## config.mk

```make
export PLATFORM = sky130hd
export DESIGN_NAME = tcp_receive_state_machine_flat
export DESIGN_NICKNAME = d
export VERILOG_FILES = /design/src/rtl/core/tcprx_pkg.sv /design/src/rtl/core/tcprx_in_if.sv /design/src/rtl/core/tcprx_out_if.sv /design/src/rtl/core/tcp_receive_state_machine.sv /design/src/flat_wrapper.sv
export SDC_FILE = /design/constraint.sdc
export NUM_CORES = 1
export LEC_CHECK = 0
export ABC_AREA = 1
export CORE_MARGIN = 8
export CORE_UTILIZATION = 60
export DETAILED_ROUTE_END_ITERATION = 8
export DONT_BUFFER_PORTS = 1
export PLACE_DENSITY_LB_ADDON = 0.25
export SLEW_MARGIN = 20
export SYNTH_ARGS = -nofsm -noshare
export SYNTH_HDL_FRONTEND = slang
export SYNTH_SLANG_ARGS = --single-unit
```

## constraint.sdc

```tcl
create_clock -name clk -period 16.8 [get_ports clk]
set_clock_uncertainty 0.05 [all_clocks]
set_input_delay 2.52 -clock clk [delete_from_list [all_inputs] [get_ports clk]]
set_output_delay 2.52 -clock clk [all_outputs]
set_load 0.01 [all_outputs]
```

## src/rtl/core/tcprx_pkg.sv

```systemverilog
// Package for the TCP receive state machine: word types, flag masks,
// state codes and the one-hot state type with its code conversions.
// No dependencies.
package tcprx_pkg;

  localparam int unsigned FlagW  = 6;
  localparam int unsigned SeqW   = 32;
  localparam int unsigned LenW   = 16;
  localparam int unsigned CodeW  = 4;
  localparam int unsigned NoteW  = 3;

  // Word kinds
  localparam logic KindSegment = 1'b0;
  localparam logic KindLoad    = 1'b1;

  // TCP flag masks
  localparam logic [FlagW-1:0] FlagFin = 6'h01;
  localparam logic [FlagW-1:0] FlagSyn = 6'h02;
  localparam logic [FlagW-1:0] FlagRst = 6'h04;
  localparam logic [FlagW-1:0] FlagPsh = 6'h08;
  localparam logic [FlagW-1:0] FlagAck = 6'h10;

  // Notification codes
  localparam logic [NoteW-1:0] NoteNone      = 3'd0;
  localparam logic [NoteW-1:0] NoteConnected = 3'd1;
  localparam logic [NoteW-1:0] NoteData      = 3'd2;
  localparam logic [NoteW-1:0] NoteSendReady = 3'd3;
  localparam logic [NoteW-1:0] NoteAccept    = 3'd4;
  localparam logic [NoteW-1:0] NoteTimewait  = 3'd5;
  localparam logic [NoteW-1:0] NoteRemoved   = 3'd6;
  localparam logic [NoteW-1:0] NoteChild     = 3'd7;

  // External state codes
  localparam logic [CodeW-1:0] CodeClosed    = 4'd0;
  localparam logic [CodeW-1:0] CodeListen    = 4'd1;
  localparam logic [CodeW-1:0] CodeSynRecv   = 4'd2;
  localparam logic [CodeW-1:0] CodeSynSent   = 4'd3;
  localparam logic [CodeW-1:0] CodeEstab     = 4'd4;
  localparam logic [CodeW-1:0] CodeCloseWait = 4'd5;
  localparam logic [CodeW-1:0] CodeLastAck   = 4'd6;
  localparam logic [CodeW-1:0] CodeFinWait1  = 4'd7;
  localparam logic [CodeW-1:0] CodeFinWait2  = 4'd8;
  localparam logic [CodeW-1:0] CodeClosing   = 4'd9;
  localparam logic [CodeW-1:0] CodeTimeWait  = 4'd10;

  typedef enum logic [10:0] {
    S_CLOSED     = 11'b000_0000_0001,
    S_LISTEN     = 11'b000_0000_0010,
    S_SYN_RECV   = 11'b000_0000_0100,
    S_SYN_SENT   = 11'b000_0000_1000,
    S_ESTAB      = 11'b000_0001_0000,
    S_CLOSE_WAIT = 11'b000_0010_0000,
    S_LAST_ACK   = 11'b000_0100_0000,
    S_FIN_WAIT_1 = 11'b000_1000_0000,
    S_FIN_WAIT_2 = 11'b001_0000_0000,
    S_CLOSING    = 11'b010_0000_0000,
    S_TIME_WAIT  = 11'b100_0000_0000
  } conn_state_t;

  typedef struct packed {
    logic             kind;
    logic [FlagW-1:0] seg_flags;
    logic [SeqW-1:0]  seg_seq;
    logic [SeqW-1:0]  seg_seq_end;
    logic [SeqW-1:0]  seg_ack;
    logic [LenW-1:0]  payload_len;
    logic [CodeW-1:0] load_state;
    logic [SeqW-1:0]  load_send_next;
    logic [LenW-1:0]  load_window;
  } in_word_t;

  typedef struct packed {
    logic [FlagW-1:0] reply_flags;
    logic             send_reset;
    logic             dropped;
    logic             accept_payload;
    logic [NoteW-1:0] notify;
    logic [CodeW-1:0] new_state;
    logic [SeqW-1:0]  ack_number;
  } out_word_t;

  // Undefined codes load as closed
  function automatic conn_state_t state_from_code(input logic [CodeW-1:0] code);
    conn_state_t s;
    unique case (code)
      CodeClosed:    s = S_CLOSED;
      CodeListen:    s = S_LISTEN;
      CodeSynRecv:   s = S_SYN_RECV;
      CodeSynSent:   s = S_SYN_SENT;
      CodeEstab:     s = S_ESTAB;
      CodeCloseWait: s = S_CLOSE_WAIT;
      CodeLastAck:   s = S_LAST_ACK;
      CodeFinWait1:  s = S_FIN_WAIT_1;
      CodeFinWait2:  s = S_FIN_WAIT_2;
      CodeClosing:   s = S_CLOSING;
      CodeTimeWait:  s = S_TIME_WAIT;
      default:       s = S_CLOSED;
    endcase
    return s;
  endfunction

  function automatic logic [CodeW-1:0] state_to_code(input conn_state_t s);
    logic [CodeW-1:0] code;
    unique case (s)
      S_CLOSED:     code = CodeClosed;
      S_LISTEN:     code = CodeListen;
      S_SYN_RECV:   code = CodeSynRecv;
      S_SYN_SENT:   code = CodeSynSent;
      S_ESTAB:      code = CodeEstab;
      S_CLOSE_WAIT: code = CodeCloseWait;
      S_LAST_ACK:   code = CodeLastAck;
      S_FIN_WAIT_1: code = CodeFinWait1;
      S_FIN_WAIT_2: code = CodeFinWait2;
      S_CLOSING:    code = CodeClosing;
      S_TIME_WAIT:  code = CodeTimeWait;
      default:      code = CodeClosed;
    endcase
    return code;
  endfunction

  // Serial (mod 2^32) less-than
  function automatic logic ser_lt(input logic [SeqW-1:0] a, input logic [SeqW-1:0] b);
    logic [SeqW-1:0] d;
    d = a - b;
    return d[SeqW-1];
  endfunction

endpackage

```

## src/rtl/core/tcprx_in_if.sv

```systemverilog
// Input channel of the TCP receive state machine: valid, ready, word.
// Depends on tcprx_pkg.
interface tcprx_in_if import tcprx_pkg::*; ();
  logic     valid;
  logic     ready;
  in_word_t data;

  modport source (output valid, output data, input ready);
  modport sink (input valid, input data, output ready);
endinterface

```

## src/rtl/core/tcprx_out_if.sv

```systemverilog
// Result channel of the TCP receive state machine: valid, ready, word.
// Depends on tcprx_pkg.
interface tcprx_out_if import tcprx_pkg::*; ();
  logic      valid;
  logic      ready;
  out_word_t data;

  modport source (output valid, output data, input ready);
  modport sink (input valid, input data, output ready);
endinterface

```

## src/rtl/core/tcp_receive_state_machine.sv

```systemverilog
// TCP receive state machine, top level.
// Depends on tcprx_pkg, tcprx_in_if, tcprx_out_if.
//
//   channel  dir   modport   word
//   item     in    sink      in_word_t  (segment or host load)
//   result   out   source    out_word_t (one per item)
//
// One word per cycle sustained while results are read. Input register, then
// one combinational pass (window check, flag decode, state update) into the
// result register. Connection state updates in the same edge as the result.
// rst (synchronous) empties both stages and sets CLOSED with zero counters.
// A stalled result holds both stages; the input register still takes a word
// while it is empty, so one word can wait behind an unread result.
module tcp_receive_state_machine
  import tcprx_pkg::*;
(
  input  logic        clk,
  input  logic        rst,
  tcprx_in_if.sink    item,
  tcprx_out_if.source result
);

  // Input stage
  logic     s1_valid;
  in_word_t s1;
  logic     advance;

  // Connection state
  conn_state_t     conn_state, conn_state_next;
  logic [SeqW-1:0] recv_next, recv_next_next;
  logic [SeqW-1:0] send_unacked, send_unacked_next;
  logic [SeqW-1:0] send_next, send_next_next;
  logic [LenW-1:0] recv_window, recv_window_next;

  // Result stage
  logic      out_valid;
  out_word_t out_word, out_word_next;

  // Stage 1 moves into the result register when that register frees up
  assign advance    = s1_valid && (!out_valid || result.ready);
  assign item.ready = !s1_valid || advance;

  always_ff @(posedge clk) begin
    if (rst) begin
      s1_valid <= 1'b0;
    end else if (item.ready) begin
      s1_valid <= item.valid;
    end
    if (item.valid && item.ready) begin
      s1 <= item.data;
    end
  end

  // Segment processing
  logic [LenW-1:0] wnd;
  logic [SeqW-1:0] rcv_end;
  logic            in_window;
  logic            child;
  logic [FlagW-1:0] flags;

  always_comb begin
    flags = s1.seg_flags;
    // Zero window is checked as one byte
    wnd       = (recv_window == '0) ? LenW'(1) : recv_window;
    rcv_end   = recv_next + {{(SeqW-LenW){1'b0}}, wnd};
    in_window = ser_lt(s1.seg_seq, rcv_end) &&
                ((recv_next == s1.seg_seq_end) || ser_lt(recv_next, s1.seg_seq_end));

    conn_state_next   = conn_state;
    recv_next_next    = recv_next;
    send_unacked_next = send_unacked;
    send_next_next    = send_next;
    recv_window_next  = recv_window;
    child             = 1'b0;
    out_word_next     = '0;

    if (s1.kind == KindLoad) begin
      conn_state_next  = state_from_code(s1.load_state);
      send_next_next   = s1.load_send_next;
      recv_window_next = s1.load_window;
    end else begin
      unique case (conn_state)
        S_CLOSED: begin
          out_word_next.send_reset = 1'b1;
        end
        S_LISTEN: begin
          if ((flags & FlagSyn) != '0) begin
            out_word_next.reply_flags = FlagSyn | FlagAck;
            out_word_next.notify      = NoteChild;
            child                     = 1'b1;
          end else begin
            out_word_next.send_reset = 1'b1;
          end
        end
        S_SYN_SENT: begin
          if ((flags & (FlagSyn | FlagAck)) == (FlagSyn | FlagAck)) begin
            recv_next_next            = s1.seg_seq_end;
            send_unacked_next         = s1.seg_ack;
            out_word_next.reply_flags = FlagAck;
            conn_state_next           = S_ESTAB;
            out_word_next.notify      = NoteConnected;
          end else begin
            out_word_next.send_reset = 1'b1;
          end
        end
        default: begin
          // Synchronized states: window check first, then flags in order
          priority if (!in_window) begin
            out_word_next.dropped = 1'b1;
          end else if ((flags & FlagRst) != '0) begin
            conn_state_next      = S_CLOSED;
            out_word_next.notify = NoteRemoved;
          end else if ((flags & FlagSyn) != '0) begin
            out_word_next.send_reset = 1'b1;
            conn_state_next          = S_CLOSED;
          end else if ((flags & FlagAck) == '0) begin
            out_word_next.send_reset = 1'b1;
          end else if (conn_state == S_ESTAB && flags == (FlagPsh | FlagAck)) begin
            out_word_next.accept_payload = 1'b1;
            // Window shrinks by the payload, floor at zero
            recv_window_next = (s1.payload_len >= recv_window) ? '0
                             : recv_window - s1.payload_len;
            recv_next_next            = s1.seg_seq_end;
            out_word_next.reply_flags = FlagAck;
            out_word_next.notify      = NoteData;
          end else begin
            send_unacked_next = s1.seg_ack;
            recv_next_next    = s1.seg_seq_end;
            priority if (conn_state == S_SYN_RECV && s1.seg_ack == send_next) begin
              conn_state_next      = S_ESTAB;
              out_word_next.notify = NoteAccept;
            end else if (conn_state == S_FIN_WAIT_1 && s1.seg_ack == send_next) begin
              conn_state_next           = S_FIN_WAIT_2;
              out_word_next.reply_flags = FlagAck;
            end else if (conn_state == S_FIN_WAIT_2 && (flags & FlagFin) != '0) begin
              conn_state_next           = S_TIME_WAIT;
              out_word_next.reply_flags = FlagAck | FlagFin;
              out_word_next.notify      = NoteTimewait;
            end else if (conn_state == S_ESTAB && (flags & FlagFin) != '0) begin
              conn_state_next           = S_CLOSE_WAIT;
              out_word_next.reply_flags = FlagAck;
            end else if (conn_state == S_CLOSE_WAIT) begin
              conn_state_next           = S_LAST_ACK;
              out_word_next.reply_flags = FlagAck | FlagFin;
            end else if (conn_state == S_LAST_ACK && s1.seg_ack == send_next) begin
              conn_state_next = S_CLOSED;
            end else if (conn_state == S_ESTAB && flags == FlagAck) begin
              out_word_next.notify = NoteSendReady;
            end else begin
              // closing, time wait and unmatched acks keep the state
              conn_state_next = conn_state;
            end
          end
        end
      endcase
    end

    out_word_next.new_state  = state_to_code(conn_state_next);
    // Child request acknowledges the peer's SYN
    out_word_next.ack_number = child ? s1.seg_seq_end : recv_next_next;
  end

  always_ff @(posedge clk) begin
    if (rst) begin
      conn_state   <= S_CLOSED;
      recv_next    <= '0;
      send_unacked <= '0;
      send_next    <= '0;
      recv_window  <= '0;
      out_valid    <= 1'b0;
    end else begin
      if (advance) begin
        conn_state   <= conn_state_next;
        recv_next    <= recv_next_next;
        send_unacked <= send_unacked_next;
        send_next    <= send_next_next;
        recv_window  <= recv_window_next;
      end
      if (!out_valid || result.ready) begin
        out_valid <= s1_valid;
      end
    end
    if (advance) begin
      out_word <= out_word_next;
    end
  end

  assign result.valid = out_valid;
  assign result.data  = out_word;

endmodule
```

## src/flat_wrapper.sv

```systemverilog
// flat-port wrapper written by rule: the top's interface ports become plain ports
module tcp_receive_state_machine_flat import tcprx_pkg::*;
  (clk, rst, item_valid, item_data, item_ready, result_valid, result_data, result_ready);
  tcprx_in_if item_i ();
  tcprx_out_if result_i ();
  input  logic clk;
  input  logic rst;
  input wire logic [$bits(item_i.valid)-1:0] item_valid;
  input wire logic [$bits(item_i.data)-1:0] item_data;
  output wire logic [$bits(item_i.ready)-1:0] item_ready;
  output wire logic [$bits(result_i.valid)-1:0] result_valid;
  output wire logic [$bits(result_i.data)-1:0] result_data;
  input wire logic [$bits(result_i.ready)-1:0] result_ready;
  assign item_i.valid = item_valid;
  assign item_i.data = item_data;
  assign item_ready = item_i.ready;
  assign result_valid = result_i.valid;
  assign result_data = result_i.data;
  assign result_i.ready = result_ready;
  tcp_receive_state_machine u_core (.clk(clk), .rst(rst), .item(item_i), .result(result_i));
endmodule
```

==> impl_metrics.py <==
metrics = {
    "synth": {
        "yosysWarnings": 0,
        "avgSynthCellArea_um2": 8.890,
        "netlist_area_mm2": 0.01669,
        "synth_area_leader_cell": "edfxtp_1",
        "synth_area_leaders": "edfxtp_1 39%, dfxtp_1 12%, nand2_1 8.2%",
        "ys_async_sr_fraction_pct": 0,
        "ys_types": 52,
        "ys_ff_latch": 320,
        "synth_flop_cell": "edfxtp_1",
        "yosysTopAreaCellShare_pct": 38.85,
        "yosysSeqAreaShare_pct": 51.32,
        "syn_inst": 1878,
        "synth_edf_count": 216,
    },
    "timing": {
        "min_period_ps": 5294,
        "grt_setup_unrepaired": "no",
        "fin_ws_ps": 11510,
        "max_freq_ghz": 0.1889,
        "tightest_slew_ps": 1082,
        "final-hold-violation-count": 0,
        "setup_viol": 0,
        "finalCritPeriodShare_pct": 31.51,
        "slew_headroom_pct": 27.63,
        "maxSlewViolCount": 0,
        "tns_ps": 0,
    },
    "finish": {
        "drive_gt1_share_pct": 7.177,
        "synthToLayoutAreaGrowth_pct": 8.349,
        "design_area_mm2": 0.01809,
        "layout.nets": 2137,
        "n_fill_cell": 2267,
    },
    "setup_path": {
        "cpPeakStageDelay_ps": 160,
        "crit_required_ps": 14230,
        "rrSetupSlack_ps": 12060,
        "worst-path-buf-inv": 1,
        "critical_path.endpoint_type": "output port",
        "cp-start-kind": "input port",
        "cp.arrival_ps": 2720,
        "path_cells": "inv_1, nand3_1",
        "r2r_cells": 22,
        "path_delay_family": "simple AND/OR/NAND/NOR gates",
        "cp_slowest_cell": "nand3_1",
        "path_depth": 2,
        "critPathKind": "input port to output port",
        "crit_fanout": 3,
    },
    "global_route": {
        "grt_pass1_wl_mm": 61.46,
        "grt-ovfl-total": 0,
        "grt_pass1_vias": 12040,
        "grtUsageTotal_pct": 22.89,
        "grt_max_degree": 107,
        "antenna_found_initial": 10,
    },
    "detailed_routing": {
        "vias_per_cell": 5.514,
        "ant_nets": 0,
        "firstDrtPassIters": 8,
        "drtIter0Drc": 949,
        "drc": 0,
        "avgRoutedWirePerCell_um": 17.16,
        "vias": 12480,
        "wl_mm": 38.86,
    },
    "clocking": {
        "root_buffer": "clkbuf_16",
        "cts-buffers-inserted": 36,
        "clockBufferDepth": 3,
        "clock-sinks": 320,
        "htreeDepth": 2,
        "post_cts_resize_count": 0,
        "clk_latency_ps": 520,
        "tritoncts": "yes",
        "holdBufCountCts": 0,
        "clk_pin_slew_ps": 50,
        "cts_setup_buffers": 0,
    },
    "floorplan": {
        "die_h_um": 182.8,
        "core.rowCount": 61,
        "start_util_pct": 60.42,
        "io_pins": 225,
        "coreArea_mm2": 0.02763,
        "die_area_mm2": 0.03342,
        "die-width_um": 182.8,
    },
    "power_and_ir_drop": {
        "p_per_area_mw_per_mm2": 108.4,
        "ir_drop_v": 0.00009169,
        "p_leak_nw": 7.654,
    },
    "job": {
        "cap_violations": 0,
    },
    "placement": {
        "port_buffers": 0,
        "post-place-ws_ps": 11510,
        "dpl-instance-area_mm2": 0.01692,
        "dpl.hpwl_mm": 26.84,
        "gp_congestion": 0.9151,
    },
    "status": {
        "status": "complete, no violations",
    },
    "min_path": {
        "hold_depth": 2,
        "hold_class": "flop to flop",
    },
}
==> power breakdown <==
part | total (mW) | internal, mW | switching, mW
sequential | 0.935 | 0.897 | 0.0384
combinational | 0.269 | 0.0904 | 0.178
clock | 0.758 | 0.442 | 0.316
total | 1.96 | 1.43 | 0.532
==> placed cells by master, fill, tap and decap left out, drive strengths merged <==
master,synthesis,layout
a41oi,1,1
or2,9,9
o21a,1,1
a22oi,19,19
inv,316,318
a21oi,155,155
nor3,20,20
o32ai,1,1
a221o,1,1
clkbuf,48,49
o21ai,194,194
o31ai,1,1
edfxtp,216,216
xor2,8,8
o211ai,4,4
and3,1,1
ha,94,94
diode,0,5
bufinv,0,1
nand3,90,90
o21bai,2,2
a31oi,5,5
a211oi,3,3
nor4,7,7
conb,1,3
nand4,28,28
clkinvlp,0,5
and2,2,2
dfxtp,104,104
nor2,108,108
mux2i,1,1
nand2,378,378
fa,15,15
buf,24,7
clkinv,2,11
a21boi,4,4
xnor2,12,12
a21o,3,3
==> path summary, 6_finish.rpt <==
path	startpoint	endpoint
setup / recovery	result_ready	item_ready
setup reg to reg	u_core.recv_window[15]	u_core.recv_window[15]
hold / removal	u_core.send_next[26]	u_core.send_next[26]
hold reg to reg	u_core.send_next[26]	u_core.send_next[26]
==> synth_stat cells (6+ instances only) <==
cell type,count
buf_4,6
o21ai_0,133
ha_1,94
clkbuf_1,48
nand3_1,84
or2_2,8
buf_2,10
inv_2,23
xnor2_1,12
inv_1,291
buf_1,6
a21oi_1,155
nor3_1,18
nor4_1,6
nand2_2,9
fa_1,15
nor2_2,6
dfxtp_1,104
nand4_1,28
nor2_1,99
xor2_1,8
nand2_1,366
edfxtp_1,216
o21ai_1,61
a22oi_1,19
==> cell families after synthesis <==
group,Yosys count,share of synthesized area (%)
muxes,1,0.05996
DFF,320,51.32
and+or+nand+nor,643,16.90
AOI/OAI and AO/OA,394,12.70
other,1,0.02246
xor gates and xnor gates,20,1.049
adders and majority gates,109,8.844
buffers and inverters,390,9.098
==> metrics by stage <==
| stage | utilization, % | hold WS, ps | std cells | power (mW) |
|---|---|---|---|---|
| 2_1_floorplan | - | 386.4 | 1880 | 1.151 |
| 3_3_place_gp | 61.25 | 395.9 | 2193 | 1.207 |
| 3_5_place_dp | 61.25 | 410.1 | 2193 | 1.217 |
| 4_1_cts | 65.41 | 418.2 | 2259 | 1.977 |
| 5_1_grt | 65.47 | 441.2 | 2264 | 2.051 |
| 6_report | 65.47 | 416.0 | 2264 | 1.962 |
==> registers in the layout, summed over array words and instances, names as in the netlist, 6 cells and up, named ones only <==
signal / cells
u_core.result.data: 45
u_core.send_next: 32
u_core.s1: 165
u_core.recv_window: 16
u_core.recv_next: 32
u_core.conn_state: 11
u_core.flags: 6
==> layout make-up <==
cell class / count / area (um2) / area share, %
flip-flops and latches: 320 / 8568 / 47.37
diodes: 5 / 12.51 / 0.06917
inverters: 318 / 1206 / 6.668
clock buffers: 49 / 1012 / 5.596
well taps: 378 / 473.0 / 2.615
repair buffers: 7 / 56.30 / 0.3113
clock inverters: 17 / 137.6 / 0.7609
multi-input cells: 1170 / 6623 / 36.61
==> metal layers <==
layer  part of all wire, %  GRT usage [%]
met3                   7.6          6.589
met1                    41          27.76
met4                   2.9          7.938
met5                  0.19              0
met2                    48          38.73
Note: power is estimated with default switching activity, not from simulation.
